**config.mk**
```make
export PLATFORM = sky130hd
export DESIGN_NAME = pll_divider_search_unit_flat
export DESIGN_NICKNAME = d
export VERILOG_FILES = /design/src/rtl/core/pdsu_pkg.sv /design/src/rtl/core/pdsu_if.sv /design/src/rtl/core/pdsu_divider.sv /design/src/rtl/core/pll_divider_search_unit.sv /design/src/flat_wrapper.sv
export SDC_FILE = /design/constraint.sdc
export NUM_CORES = 2
export LEC_CHECK = 0
export ABC_AREA = 1
export ABC_CLOCK_PERIOD_IN_PS = 7500
export BUFFER_PORTS_ARGS = -buffer_cell sky130_fd_sc_hd__buf_4
export CELL_PAD_IN_SITES_DETAIL_PLACEMENT = 1
export CELL_PAD_IN_SITES_GLOBAL_PLACEMENT = 1
export CORE_MARGIN = 2
export CORE_UTILIZATION = 48
export CTS_CLUSTER_DIAMETER = 40
export DETAILED_ROUTE_END_ITERATION = 10
export GPL_TIMING_DRIVEN = 0
export PLACE_DENSITY = 0.86
export SYNTH_ARGS = -nofsm -noshare
export SYNTH_HDL_FRONTEND = slang
export SYNTH_HIERARCHICAL = 1
export SYNTH_SLANG_ARGS = --single-unit
export TNS_END_PERCENT = 50
```
**constraint.sdc**
```tcl
create_clock -name clock -period 7.5 [get_ports clock]
set_input_delay 0.75 -clock clock [delete_from_list [all_inputs] [get_ports clock]]
set_output_delay 0.75 -clock clock [all_outputs]
set_load 0.02 [all_outputs]
```
**src/rtl/core/pdsu_pkg.sv**
```systemverilog
// Shared types, widths and constants of the PLL divider search unit.
// Depends on nothing; used by the interfaces, the divider, the top level, the checker and the testbench.
package pdsu_pkg;

   localparam int unsigned OSC_FREQ_W    = 29;
   localparam int unsigned MAX_DEV_W     = 7;
   localparam int unsigned TARGET_FREQ_W = 30;
   localparam int unsigned PDIV_CODE_W   = 4;
   localparam int unsigned NDIV_CODE_W   = 7;
   localparam int unsigned K2DIV_CODE_W  = 5;
   localparam int unsigned LEAST_ERROR_W = 32;
   localparam int unsigned CSR_INDEX_W   = 1;

   localparam int unsigned P_MAX_DEF  = 16;
   localparam int unsigned K2_MAX_DEF = 28;
   localparam int unsigned N_MAX_DEF  = 128;
   localparam int unsigned DEN_W_DEF  = $clog2(P_MAX_DEF * K2_MAX_DEF + 1);

   typedef logic [OSC_FREQ_W-1:0]    osc_freq_type;
   typedef logic [MAX_DEV_W-1:0]     max_dev_type;
   typedef logic [TARGET_FREQ_W-1:0] target_freq_type;
   typedef logic [PDIV_CODE_W-1:0]   pdiv_code_type;
   typedef logic [NDIV_CODE_W-1:0]   ndiv_code_type;
   typedef logic [K2DIV_CODE_W-1:0]  k2div_code_type;
   typedef logic [LEAST_ERROR_W-1:0] least_error_type;
   typedef logic [CSR_INDEX_W-1:0]   csr_index_type;
   typedef logic [OSC_FREQ_W-1:0]    csr_data_type;

   localparam csr_index_type CSR_OSC_FREQ      = 1'd0;
   localparam csr_index_type CSR_MAX_DEV_PCT   = 1'd1;
   localparam osc_freq_type  OSC_FREQ_RESET    = 29'd20000000;
   localparam max_dev_type   MAX_DEV_PCT_RESET = 7'd2;

   localparam logic [63:0] KSTEP_FREQ   = 64'd240000000;
   localparam logic [63:0] FREF_MAX     = 64'd24000000;
   localparam logic [63:0] FREF_MIN     = 64'd8000000;
   localparam logic [63:0] FVCO_MAX     = 64'd800000000;
   localparam logic [63:0] FVCO_MIN     = 64'd400000000;
   localparam logic [63:0] PERCENT_BASE = 64'd100;

   typedef enum logic [2:0] {
      PDSU_IDLE,
      PDSU_P_CHECK,
      PDSU_K_CHECK,
      PDSU_DIVIDE,
      PDSU_N_SCAN,
      PDSU_FINISH
   } pdsu_state_type;

endpackage

```
**src/rtl/core/pdsu_if.sv**
```systemverilog
// Valid/ready channel interfaces for requests and responses of the search unit.
// Depends on pdsu_pkg for the payload types.
interface pdsu_req_if;
   import pdsu_pkg::*;

   logic            valid;
   logic            ready;
   target_freq_type target_freq;

   modport source (output valid, output target_freq, input ready);
   modport sink (input valid, input target_freq, output ready);
endinterface

interface pdsu_rsp_if;
   import pdsu_pkg::*;

   logic            valid;
   logic            ready;
   logic            found;
   pdiv_code_type   pdiv_code;
   ndiv_code_type   ndiv_code;
   k2div_code_type  k2div_code;
   least_error_type least_error;

   modport source (output valid, output found, output pdiv_code, output ndiv_code,
                   output k2div_code, output least_error, input ready);
   modport sink (input valid, input found, input pdiv_code, input ndiv_code,
                 input k2div_code, input least_error, output ready);
endinterface

```
**src/rtl/core/pdsu_divider.sv**
```systemverilog
// Restoring radix-2 divider, one quotient bit per cycle, for the search unit.
// Depends on pdsu_pkg for its default widths.
module pdsu_divider #(
   parameter int unsigned NUM_W = pdsu_pkg::OSC_FREQ_W,
   parameter int unsigned DEN_W = pdsu_pkg::DEN_W_DEF
) (
   input  logic             clock,
   input  logic             reset,
   input  logic             start,
   input  logic [NUM_W-1:0] num,
   input  logic [DEN_W-1:0] den,
   output logic             done,
   output logic [NUM_W-1:0] quo,
   output logic [DEN_W-1:0] rem
);

   localparam int unsigned CW = $clog2(NUM_W + 1);

   logic [NUM_W-1:0] quo_ff;
   logic [DEN_W-1:0] rem_ff;
   logic [DEN_W-1:0] den_ff;
   logic [CW-1:0]    cnt_ff;
   logic             busy_ff;
   logic             done_ff;

   logic [DEN_W:0]   partial;
   logic             ge;
   logic [DEN_W-1:0] rem_in;

   // Bring down the next dividend bit and subtract when the divisor fits.
   always_comb begin
      partial = {rem_ff, quo_ff[NUM_W-1]};
      ge      = (partial >= {1'b0, den_ff});
      rem_in  = ge ? DEN_W'(partial - {1'b0, den_ff}) : DEN_W'(partial);
   end

   always_ff @(posedge clock) begin
      if (reset) begin
         busy_ff <= 1'b0;
         done_ff <= 1'b0;
         cnt_ff  <= '0;
      end else begin
         done_ff <= 1'b0;
         if (start) begin
            busy_ff <= 1'b1;
            cnt_ff  <= CW'(NUM_W);
         end else if (busy_ff) begin
            cnt_ff <= cnt_ff - CW'(1);
            if (cnt_ff == CW'(1)) begin
               busy_ff <= 1'b0;
               done_ff <= 1'b1;
            end
         end
      end
   end

   always_ff @(posedge clock) begin
      if (start) begin
         quo_ff <= num;
         rem_ff <= '0;
         den_ff <= den;
      end else if (busy_ff) begin
         quo_ff <= {quo_ff[NUM_W-2:0], ge};
         rem_ff <= rem_in;
      end
   end

   assign done = done_ff;
   assign quo  = quo_ff;
   assign rem  = rem_ff;

endmodule

```
**src/rtl/core/pll_divider_search_unit.sv**
```systemverilog
// Top level of the PLL divider search unit: sequencer, candidate scan and registers.
// Depends on pdsu_pkg, the channel interfaces in pdsu_if.sv and pdsu_divider.
//
// Usage: write the oscillator frequency (index 0) and the allowed deviation in
// percent (index 1) on the csr_ port while the unit is idle. Send one target
// frequency per item on req_chan; one response item per request leaves on
// rsp_chan with the chosen P, N and K2 codes and the least error in hertz.
// The unit works on one request at a time and drops req_chan.ready from the
// accepting edge until the response is written to its output register.
// The search tries each P value, visits the K2 values of each P that passes, and
// for each (P, K2) pair that passes both range checks runs the shared divider
// (osc / (P*K2)) followed by an incremental scan over N. The scan stops at an
// exact match. For the default 20 MHz oscillator only two P values pass.
// The response register holds its item while rsp_chan.ready is low; a new
// request can be taken meanwhile and waits in its final state for the slot.
// Reset is synchronous: the registers return to 20 MHz and 2 percent, the
// sequencer goes idle and any pending response is dropped.
module pll_divider_search_unit #(
   parameter int unsigned P_MAX  = pdsu_pkg::P_MAX_DEF,
   parameter int unsigned K2_MAX = pdsu_pkg::K2_MAX_DEF,
   parameter int unsigned N_MAX  = pdsu_pkg::N_MAX_DEF
) (
   input  logic                   clock,
   input  logic                   reset,
   input  logic                   csr_we,
   input  pdsu_pkg::csr_index_type csr_index,
   input  pdsu_pkg::csr_data_type  csr_wdata,
   pdsu_req_if.sink               req_chan,
   pdsu_rsp_if.source             rsp_chan
);
   import pdsu_pkg::*;

   localparam int unsigned PW = $clog2(P_MAX + 1);
   localparam int unsigned KW = $clog2(K2_MAX + 3);
   localparam int unsigned NW = $clog2(N_MAX + 1);
   localparam int unsigned DW = $clog2(P_MAX * K2_MAX + 1);
   localparam int unsigned QW = OSC_FREQ_W + NW;

   pdsu_state_type  state_ff, state_in;

   osc_freq_type    osc_ff;
   max_dev_type     dev_ff;
   target_freq_type target_ff;
   logic            step_one_ff;
   logic [PW-1:0]   p_ff;
   logic [KW-1:0]   k2_ff;
   logic [NW-1:0]   n_ff;
   logic [DW-1:0]   d_ff;
   logic [QW-1:0]   q_ff;
   logic [DW-1:0]   r_ff;
   osc_freq_type    q0_ff;
   logic [DW-1:0]   r0_ff;
   logic [QW-1:0]   least_ff;
   logic            have_best_ff;
   pdiv_code_type   best_p_ff;
   ndiv_code_type   best_n_ff;
   k2div_code_type  best_k2_ff;

   logic            rsp_valid_ff;
   logic            rsp_found_ff;
   pdiv_code_type   rsp_pdiv_ff;
   ndiv_code_type   rsp_ndiv_ff;
   k2div_code_type  rsp_k2div_ff;
   least_error_type rsp_error_ff;

   logic            p_zero, p_ok, k2_over, fvco_ok;
   logic [63:0]     fvco;
   logic [DW-1:0]   d_w;
   logic [KW-1:0]   k2_inc;
   logic [QW-1:0]   target_q, err;
   logic            better, exact, last_n;
   logic [DW:0]     r_sum;
   logic            wrap;
   logic [63:0]     least_wide, thr_lhs, thr_rhs;
   logic            found_w;

   logic            req_ready_w, div_start, rsp_load;
   logic            div_done;
   osc_freq_type    div_quo;
   logic [DW-1:0]   div_rem;

   // ---------------------------------------------------------------
   // Candidate checks and error arithmetic
   // ---------------------------------------------------------------
   always_comb begin
      p_zero  = (p_ff == '0);
      // floor(osc / P) in [FREF_MIN, FREF_MAX] without dividing.
      p_ok    = (64'(osc_ff) >= FREF_MIN * 64'(p_ff)) &&
                (64'(osc_ff) < (FREF_MAX + 64'd1) * 64'(p_ff));
      k2_over = (k2_ff > KW'(K2_MAX));
      fvco    = 64'(target_ff) * 64'(k2_ff);
      fvco_ok = (fvco >= FVCO_MIN) && (fvco <= FVCO_MAX);
      d_w     = DW'(32'(p_ff) * 32'(k2_ff));
      k2_inc  = step_one_ff ? KW'(1) : KW'(2);

      target_q = QW'(target_ff);
      err      = (q_ff >= target_q) ? (q_ff - target_q) : (target_q - q_ff);
      better   = !have_best_ff || (err < least_ff);
      exact    = (err == '0);
      last_n   = (n_ff == NW'(N_MAX));

      // Next N adds osc/d: quotient plus remainder carry.
      r_sum = {1'b0, r_ff} + {1'b0, r0_ff};
      wrap  = (r_sum >= {1'b0, d_ff});

      // least < floor(target * dev / 100) is 100 * (least + 1) <= target * dev.
      least_wide = 64'(least_ff);
      thr_lhs    = (least_wide + 64'd1) * PERCENT_BASE;
      thr_rhs    = 64'(target_ff) * 64'(dev_ff);
      found_w    = have_best_ff && (thr_lhs <= thr_rhs);
   end

   // ---------------------------------------------------------------
   // Sequencer
   // ---------------------------------------------------------------
   always_comb begin
      state_in = state_ff;
      case (state_ff)
         PDSU_IDLE: begin
            if (req_chan.valid) state_in = PDSU_P_CHECK;
         end
         PDSU_P_CHECK: begin
            if (p_zero) state_in = PDSU_FINISH;
            else if (p_ok) state_in = PDSU_K_CHECK;
         end
         PDSU_K_CHECK: begin
            if (k2_over) state_in = PDSU_P_CHECK;
            else if (fvco_ok) state_in = PDSU_DIVIDE;
         end
         PDSU_DIVIDE: begin
            if (div_done) state_in = PDSU_N_SCAN;
         end
         PDSU_N_SCAN: begin
            if (exact) state_in = PDSU_FINISH;
            else if (last_n) state_in = PDSU_K_CHECK;
         end
         PDSU_FINISH: begin
            if (!rsp_valid_ff || rsp_chan.ready) state_in = PDSU_IDLE;
         end
         default: state_in = PDSU_IDLE;
      endcase
   end

   always_comb begin
      req_ready_w = 1'b0;
      div_start   = 1'b0;
      rsp_load    = 1'b0;
      case (state_ff)
         PDSU_IDLE:    req_ready_w = 1'b1;
         PDSU_K_CHECK: div_start   = !k2_over && fvco_ok;
         PDSU_FINISH:  rsp_load    = !rsp_valid_ff || rsp_chan.ready;
         default: begin
            req_ready_w = 1'b0;
         end
      endcase
   end

   always_ff @(posedge clock) begin
      if (reset) begin
         state_ff <= PDSU_IDLE;
      end else begin
         state_ff <= state_in;
      end
   end

   // ---------------------------------------------------------------
   // Configuration registers
   // ---------------------------------------------------------------
   always_ff @(posedge clock) begin
      if (reset) begin
         osc_ff <= OSC_FREQ_RESET;
         dev_ff <= MAX_DEV_PCT_RESET;
      end else if (csr_we) begin
         case (csr_index)
            CSR_OSC_FREQ:    osc_ff <= csr_wdata;
            CSR_MAX_DEV_PCT: dev_ff <= csr_wdata[MAX_DEV_W-1:0];
            default:         osc_ff <= osc_ff;
         endcase
      end
   end

   // ---------------------------------------------------------------
   // Shared divider: osc / (P * K2)
   // ---------------------------------------------------------------
   pdsu_divider #(
      .NUM_W (OSC_FREQ_W),
      .DEN_W (DW)
   ) u_divider (
      .clock (clock),
      .reset (reset),
      .start (div_start),
      .num   (osc_ff),
      .den   (d_w),
      .done  (div_done),
      .quo   (div_quo),
      .rem   (div_rem)
   );

   // ---------------------------------------------------------------
   // Search datapath
   // ---------------------------------------------------------------
   always_ff @(posedge clock) begin
      if (reset) begin
         have_best_ff <= 1'b0;
      end else if (state_ff == PDSU_IDLE && req_chan.valid) begin
         have_best_ff <= 1'b0;
      end else if (state_ff == PDSU_N_SCAN && better) begin
         have_best_ff <= 1'b1;
      end
   end

   always_ff @(posedge clock) begin
      case (state_ff)
         PDSU_IDLE: begin
            if (req_chan.valid) begin
               target_ff   <= req_chan.target_freq;
               step_one_ff <= (64'(req_chan.target_freq) > KSTEP_FREQ);
               p_ff        <= PW'(P_MAX);
            end
         end
         PDSU_P_CHECK: begin
            if (!p_zero) begin
               if (p_ok) k2_ff <= KW'(1);
               else p_ff <= p_ff - PW'(1);
            end
         end
         PDSU_K_CHECK: begin
            if (k2_over) p_ff <= p_ff - PW'(1);
            else if (fvco_ok) d_ff <= d_w;
            else k2_ff <= k2_ff + k2_inc;
         end
         PDSU_DIVIDE: begin
            if (div_done) begin
               q_ff  <= QW'(div_quo);
               q0_ff <= div_quo;
               r_ff  <= div_rem;
               r0_ff <= div_rem;
               n_ff  <= NW'(1);
            end
         end
         PDSU_N_SCAN: begin
            if (better) begin
               least_ff   <= err;
               best_p_ff  <= PDIV_CODE_W'(p_ff - PW'(1));
               best_n_ff  <= NDIV_CODE_W'(n_ff - NW'(1));
               best_k2_ff <= K2DIV_CODE_W'(k2_ff - KW'(1));
            end
            if (!exact) begin
               if (last_n) begin
                  k2_ff <= k2_ff + k2_inc;
               end else begin
                  n_ff <= n_ff + NW'(1);
                  q_ff <= q_ff + QW'(q0_ff) + QW'(wrap);
                  r_ff <= wrap ? DW'(r_sum - {1'b0, d_ff}) : DW'(r_sum);
               end
            end
         end
         default: begin
            target_ff <= target_ff;
         end
      endcase
   end

   // ---------------------------------------------------------------
   // Response register
   // ---------------------------------------------------------------
   always_ff @(posedge clock) begin
      if (reset) begin
         rsp_valid_ff <= 1'b0;
      end else if (rsp_load) begin
         rsp_valid_ff <= 1'b1;
      end else if (rsp_chan.ready) begin
         rsp_valid_ff <= 1'b0;
      end
   end

   always_ff @(posedge clock) begin
      if (rsp_load) begin
         rsp_found_ff <= found_w;
         rsp_pdiv_ff  <= found_w ? best_p_ff : '0;
         rsp_ndiv_ff  <= found_w ? best_n_ff : '0;
         rsp_k2div_ff <= found_w ? best_k2_ff : '0;
         // No candidate or an error beyond 32 bits saturates to all ones.
         rsp_error_ff <= (!have_best_ff || (|least_wide[63:LEAST_ERROR_W])) ?
                         '1 : least_wide[LEAST_ERROR_W-1:0];
      end
   end

   assign req_chan.ready       = req_ready_w;
   assign rsp_chan.valid       = rsp_valid_ff;
   assign rsp_chan.found       = rsp_found_ff;
   assign rsp_chan.pdiv_code   = rsp_pdiv_ff;
   assign rsp_chan.ndiv_code   = rsp_ndiv_ff;
   assign rsp_chan.k2div_code  = rsp_k2div_ff;
   assign rsp_chan.least_error = rsp_error_ff;

endmodule

```
**src/flat_wrapper.sv**
```systemverilog
// flat-port wrapper written by rule: the top's interface ports become plain ports
module pll_divider_search_unit_flat import pdsu_pkg::*;
#(
   parameter int unsigned P_MAX  = pdsu_pkg::P_MAX_DEF,
   parameter int unsigned K2_MAX = pdsu_pkg::K2_MAX_DEF,
   parameter int unsigned N_MAX  = pdsu_pkg::N_MAX_DEF
)
  (clock, reset, csr_we, csr_index, csr_wdata, req_chan_valid, req_chan_target_freq, req_chan_ready, rsp_chan_valid, rsp_chan_found, rsp_chan_pdiv_code, rsp_chan_ndiv_code, rsp_chan_k2div_code, rsp_chan_least_error, rsp_chan_ready);
  pdsu_req_if req_chan_i ();
  pdsu_rsp_if rsp_chan_i ();
  input  logic clock;
  input  logic reset;
  input  logic csr_we;
  input  pdsu_pkg::csr_index_type csr_index;
  input  pdsu_pkg::csr_data_type csr_wdata;
  input wire logic [$bits(req_chan_i.valid)-1:0] req_chan_valid;
  input wire logic [$bits(req_chan_i.target_freq)-1:0] req_chan_target_freq;
  output wire logic [$bits(req_chan_i.ready)-1:0] req_chan_ready;
  output wire logic [$bits(rsp_chan_i.valid)-1:0] rsp_chan_valid;
  output wire logic [$bits(rsp_chan_i.found)-1:0] rsp_chan_found;
  output wire logic [$bits(rsp_chan_i.pdiv_code)-1:0] rsp_chan_pdiv_code;
  output wire logic [$bits(rsp_chan_i.ndiv_code)-1:0] rsp_chan_ndiv_code;
  output wire logic [$bits(rsp_chan_i.k2div_code)-1:0] rsp_chan_k2div_code;
  output wire logic [$bits(rsp_chan_i.least_error)-1:0] rsp_chan_least_error;
  input wire logic [$bits(rsp_chan_i.ready)-1:0] rsp_chan_ready;
  assign req_chan_i.valid = req_chan_valid;
  assign req_chan_i.target_freq = req_chan_target_freq;
  assign req_chan_ready = req_chan_i.ready;
  assign rsp_chan_valid = rsp_chan_i.valid;
  assign rsp_chan_found = rsp_chan_i.found;
  assign rsp_chan_pdiv_code = rsp_chan_i.pdiv_code;
  assign rsp_chan_ndiv_code = rsp_chan_i.ndiv_code;
  assign rsp_chan_k2div_code = rsp_chan_i.k2div_code;
  assign rsp_chan_least_error = rsp_chan_i.least_error;
  assign rsp_chan_i.ready = rsp_chan_ready;
  pll_divider_search_unit #(.P_MAX(P_MAX), .K2_MAX(K2_MAX), .N_MAX(N_MAX)) u_core (.clock(clock), .reset(reset), .csr_we(csr_we), .csr_index(csr_index), .csr_wdata(csr_wdata), .req_chan(req_chan_i), .rsp_chan(rsp_chan_i));
endmodule
```
==> metrics.cfg <==
[status]
status = complete, but fails checks
violations = setup timing

[finish]
multiInputGateArea_um2 = 29900
fillCellCount = 11922
area_delta_synth_final_pct = 14.2
fin_area_um2 = 50900
stdcell_count = 7863
drive_above_1_share = 0.0901
layout.nets = 7457
register_area_um2 = 9630

[sta]
rsz0062_at_grt = yes
finalSetupViolCount = 14
slew_viol_final = 0
min_period_ns = 7.57
final-hold-violation-count = 0
hold_slack_ns = 0.294
maxSlewHeadroom = 0.0271
clock_skew_ns = 0.0396
final.setup.tns_ns = -0.464
fmax_ghz = 0.132
worst_pin_slew_ns = 1.45
worst_slack_ns = -0.0692
period_share = 1.01

[detailed_routing]
via_per_inst = 5.58
ant_nets = 0
drc = 0
drt-total-wl_um = 176000
drtPass1Iterations = 6
vias = 43891
drt_iter0_markers = 3133
avgRoutedWirePerCell_um = 22.4

[floorplanning]
core.rowCount = 111
die_area_um2 = 95400
die_w_um = 309
die_y_um = 309
core-area_um2 = 91900
start_util = 0.485
io_pins = 116

[global_routing]
grt_pass1_vias = 46601
grt_max_degree = 42
grt_util_all_layers = 0.356
antenna_found_initial = 7
grt_pass1_wl_um = 262000
grt_overflow = 0

[worst_setup_path]
worstRegToRegCells = 38
slowest_delay_ns = 0.51
reg2reg_from = u_core/least_ff[0]
critPathArrivalTime_ns = 8.05
end_kind = flip-flop
rr_endpoint = u_core/rsp_chan.ndiv_code[5]
cp-start-kind = flip-flop
crit_top_cell = nand4_1
crit_type = reg2reg
cp_slowest_cell = fa_1
setup.worst_path.start = u_core/least_ff[0]
required_ns = 7.98
r2r_slack_ns = -0.07
cp_max_fo = 10

[synth]
syn_area_per_cell_um2 = 7.08
synth-compound-area-share = 0.0811
syn_area_um2 = 44600
yosys.area_share.xor_xnor = 0.0430
syn_nets = 7187
ys_seq_area_frac = 0.215
synth_fa_ha_area_frac = 0.279
yosys.cell_types.count = 57
yosys_most_used_dff = edfxtp_1
synth_top_family_by_area = adder cells
synthMuxAreaShare = 0
synth_simple_gate_area_frac = 0.249
ys_async_sr_fraction = 0
synth_warnings = 6
syn-instance-count = 6298
synth-seq-cells = 339
synth_edf_count = 282

[run]
maxCapViolations = 0

[cts]
cts_max_level = 2
root_buffer = clkbuf_16
cts_sinks = 339
cts_tree = built
cts_buffers = 59
hold_buffers = 0
clkSlewWorstSetupHoldPaths_ns = 0.06
clk_latency_ns = 0.66
cts_buffer_depth = 3

[placed_design]
io_buffers = 115
place_congestion = 1.03
dp.cells = 7662
post_dp_cell_area_um2 = 47200
dpl.hpwl_um = 137000

[min_path]
min_from = req_chan_target_freq[28]
min_path_type = in2reg
hold_depth = 1
hold-path-endpoint = u_core/target_ff[28]

-- critical path: cells and delay by family, from the launching register on --
| family | cells | cell delay (ns) |
|---|---|---|
| AO/OA/AOI/OAI | 5 | 0.92 |
| XOR/XNOR | 2 | 0.31 |
| buffers and inverters | 7 | 0.84 |
| AND/OR/NAND/NOR | 19 | 3.10 |
| flip-flops | 1 | 0.46 |
| adder cells (fa/ha/maj) | 5 | 1.73 |
-- metal layers --
metal,global-route usage,part of all wire,vias to the layer above
li1,-,-,20131
met1,0.413,0.38,21477
met2,0.618,0.48,1699
met3,0.0625,0.070,576
met4,0.207,0.067,8
met5,0,0.00028,-
-- cell families after synthesis --
family,Yosys count
and+or+nand+nor,2714
buffers and inverters,1546
adders and majority gates,824
AOI/OAI and AO/OA,656
DFF,339
xor gates and xnor gates,219
-- what timing repair did --
item                                    in CTS  in global routing
setup buffers                               30                 60
gates resized for setup                    138                203
gates cloned                                 1                  0
endpoints found under the setup margin      57                133
pin swaps                                   24                 37
-- final cells by class --
| type | instances | share of cell area |
|---|---|---|
| multi-input combinational | 4413 | 0.587 |
| sequential | 339 | 0.189 |
| inverter | 1424 | 0.105 |
| timing repair buffer | 211 | 0.0332 |
| tap | 1243 | 0.0305 |
| clock buffer | 61 | 0.0291 |
| buffer | 119 | 0.0148 |
| clock inverter | 50 | 0.0114 |
| timing repair inverter | 1 | 0.000147 |
| antenna | 2 | 0.0000983 |
-- worst max path at each step --
stage,end,cells after the start,slack [ns]
4_1_cts,u_core/rsp_chan.ndiv_code[2],37,0.002
3_3_place_gp,u_core/least_ff[1],28,-2.92
5_1_grt,u_core/rsp_chan.ndiv_code[2],38,-0.34
3_5_place_dp,u_core/rsp_chan.k2div_code[2],36,-1.78
2_1_floorplan,u_core/u_divider/quo[0],30,0.85
6_report,u_core/rsp_chan.ndiv_code[5],38,-0.07
-- synth_stat cells, types with 19 or more instances --
library cell	instances	share of area
edfxtp_1	282	0.19
xor2_1	144	0.028
dfxtp_1	57	0.026
nand4_1	73	0.010
ha_1	537	0.15
nor3_1	65	0.0073
a21oi_1	312	0.035
nor2_1	416	0.035
nand3_1	247	0.028
o21ai_0	195	0.022
xnor2_1	75	0.015
nor4_1	22	0.0031
nand2_1	1810	0.15
a31oi_1	19	0.0027
fa_1	287	0.13
inv_1	1415	0.12
clkbuf_1	102	0.0086
-- cell usage in the layout (no fill, tap or decap), drive strengths merged, types with 6 or more instances in the layout --
cell type	count
nand2	1824
inv	1441
ha	537
nor2	436
a21oi	315
fa	287
edfxtp	282
nand3	257
buf	248
o21ai	213
xor2	144
clkbuf	142
xnor2	75
nand4	74
nor3	69
dfxtp	57
nor4	22
clkinv	22
a31oi	19
o21bai	18
o21a	18
a21o	14
o211ai	13
a211oi	13
a21boi	10
or2	9
clkinvlp	8
nand3b	8
and2	6
a221oi	6
-- registers in the layout, summed over array words and instances (netlist names), 7 cells and up --
register / count
u_core/target_ff: 30
u_core/rsp_chan.least_error: 32
u_core/r0_ff: 9
u_core/q0_ff: 29
u_core/u_divider/rem: 9
u_core/rsp_chan.ndiv_code: 7
u_core/q_ff: 37
u_core/u_divider/den_ff: 9
u_core/dev_ff: 7
u_core/osc_ff: 29
u_core/u_divider/quo: 29
u_core/d_ff: 9
u_core/least_ff: 37
u_core/r_ff: 9
u_core/n_ff: 8
u_core/best_n_ff: 7
-- per-stage QoR --
stage	utilization	setup WS [ns]
after global placement	0.512	-2.92
after CTS	0.543	0.00155
after global routing	0.554	-0.340
after floorplan	-	0.853
after detailed placement	0.513	-1.78
final	0.554	-0.0692
Power is not shown: default switching activity piles up to over one toggle a cycle in this logic, so the estimate is an artifact.
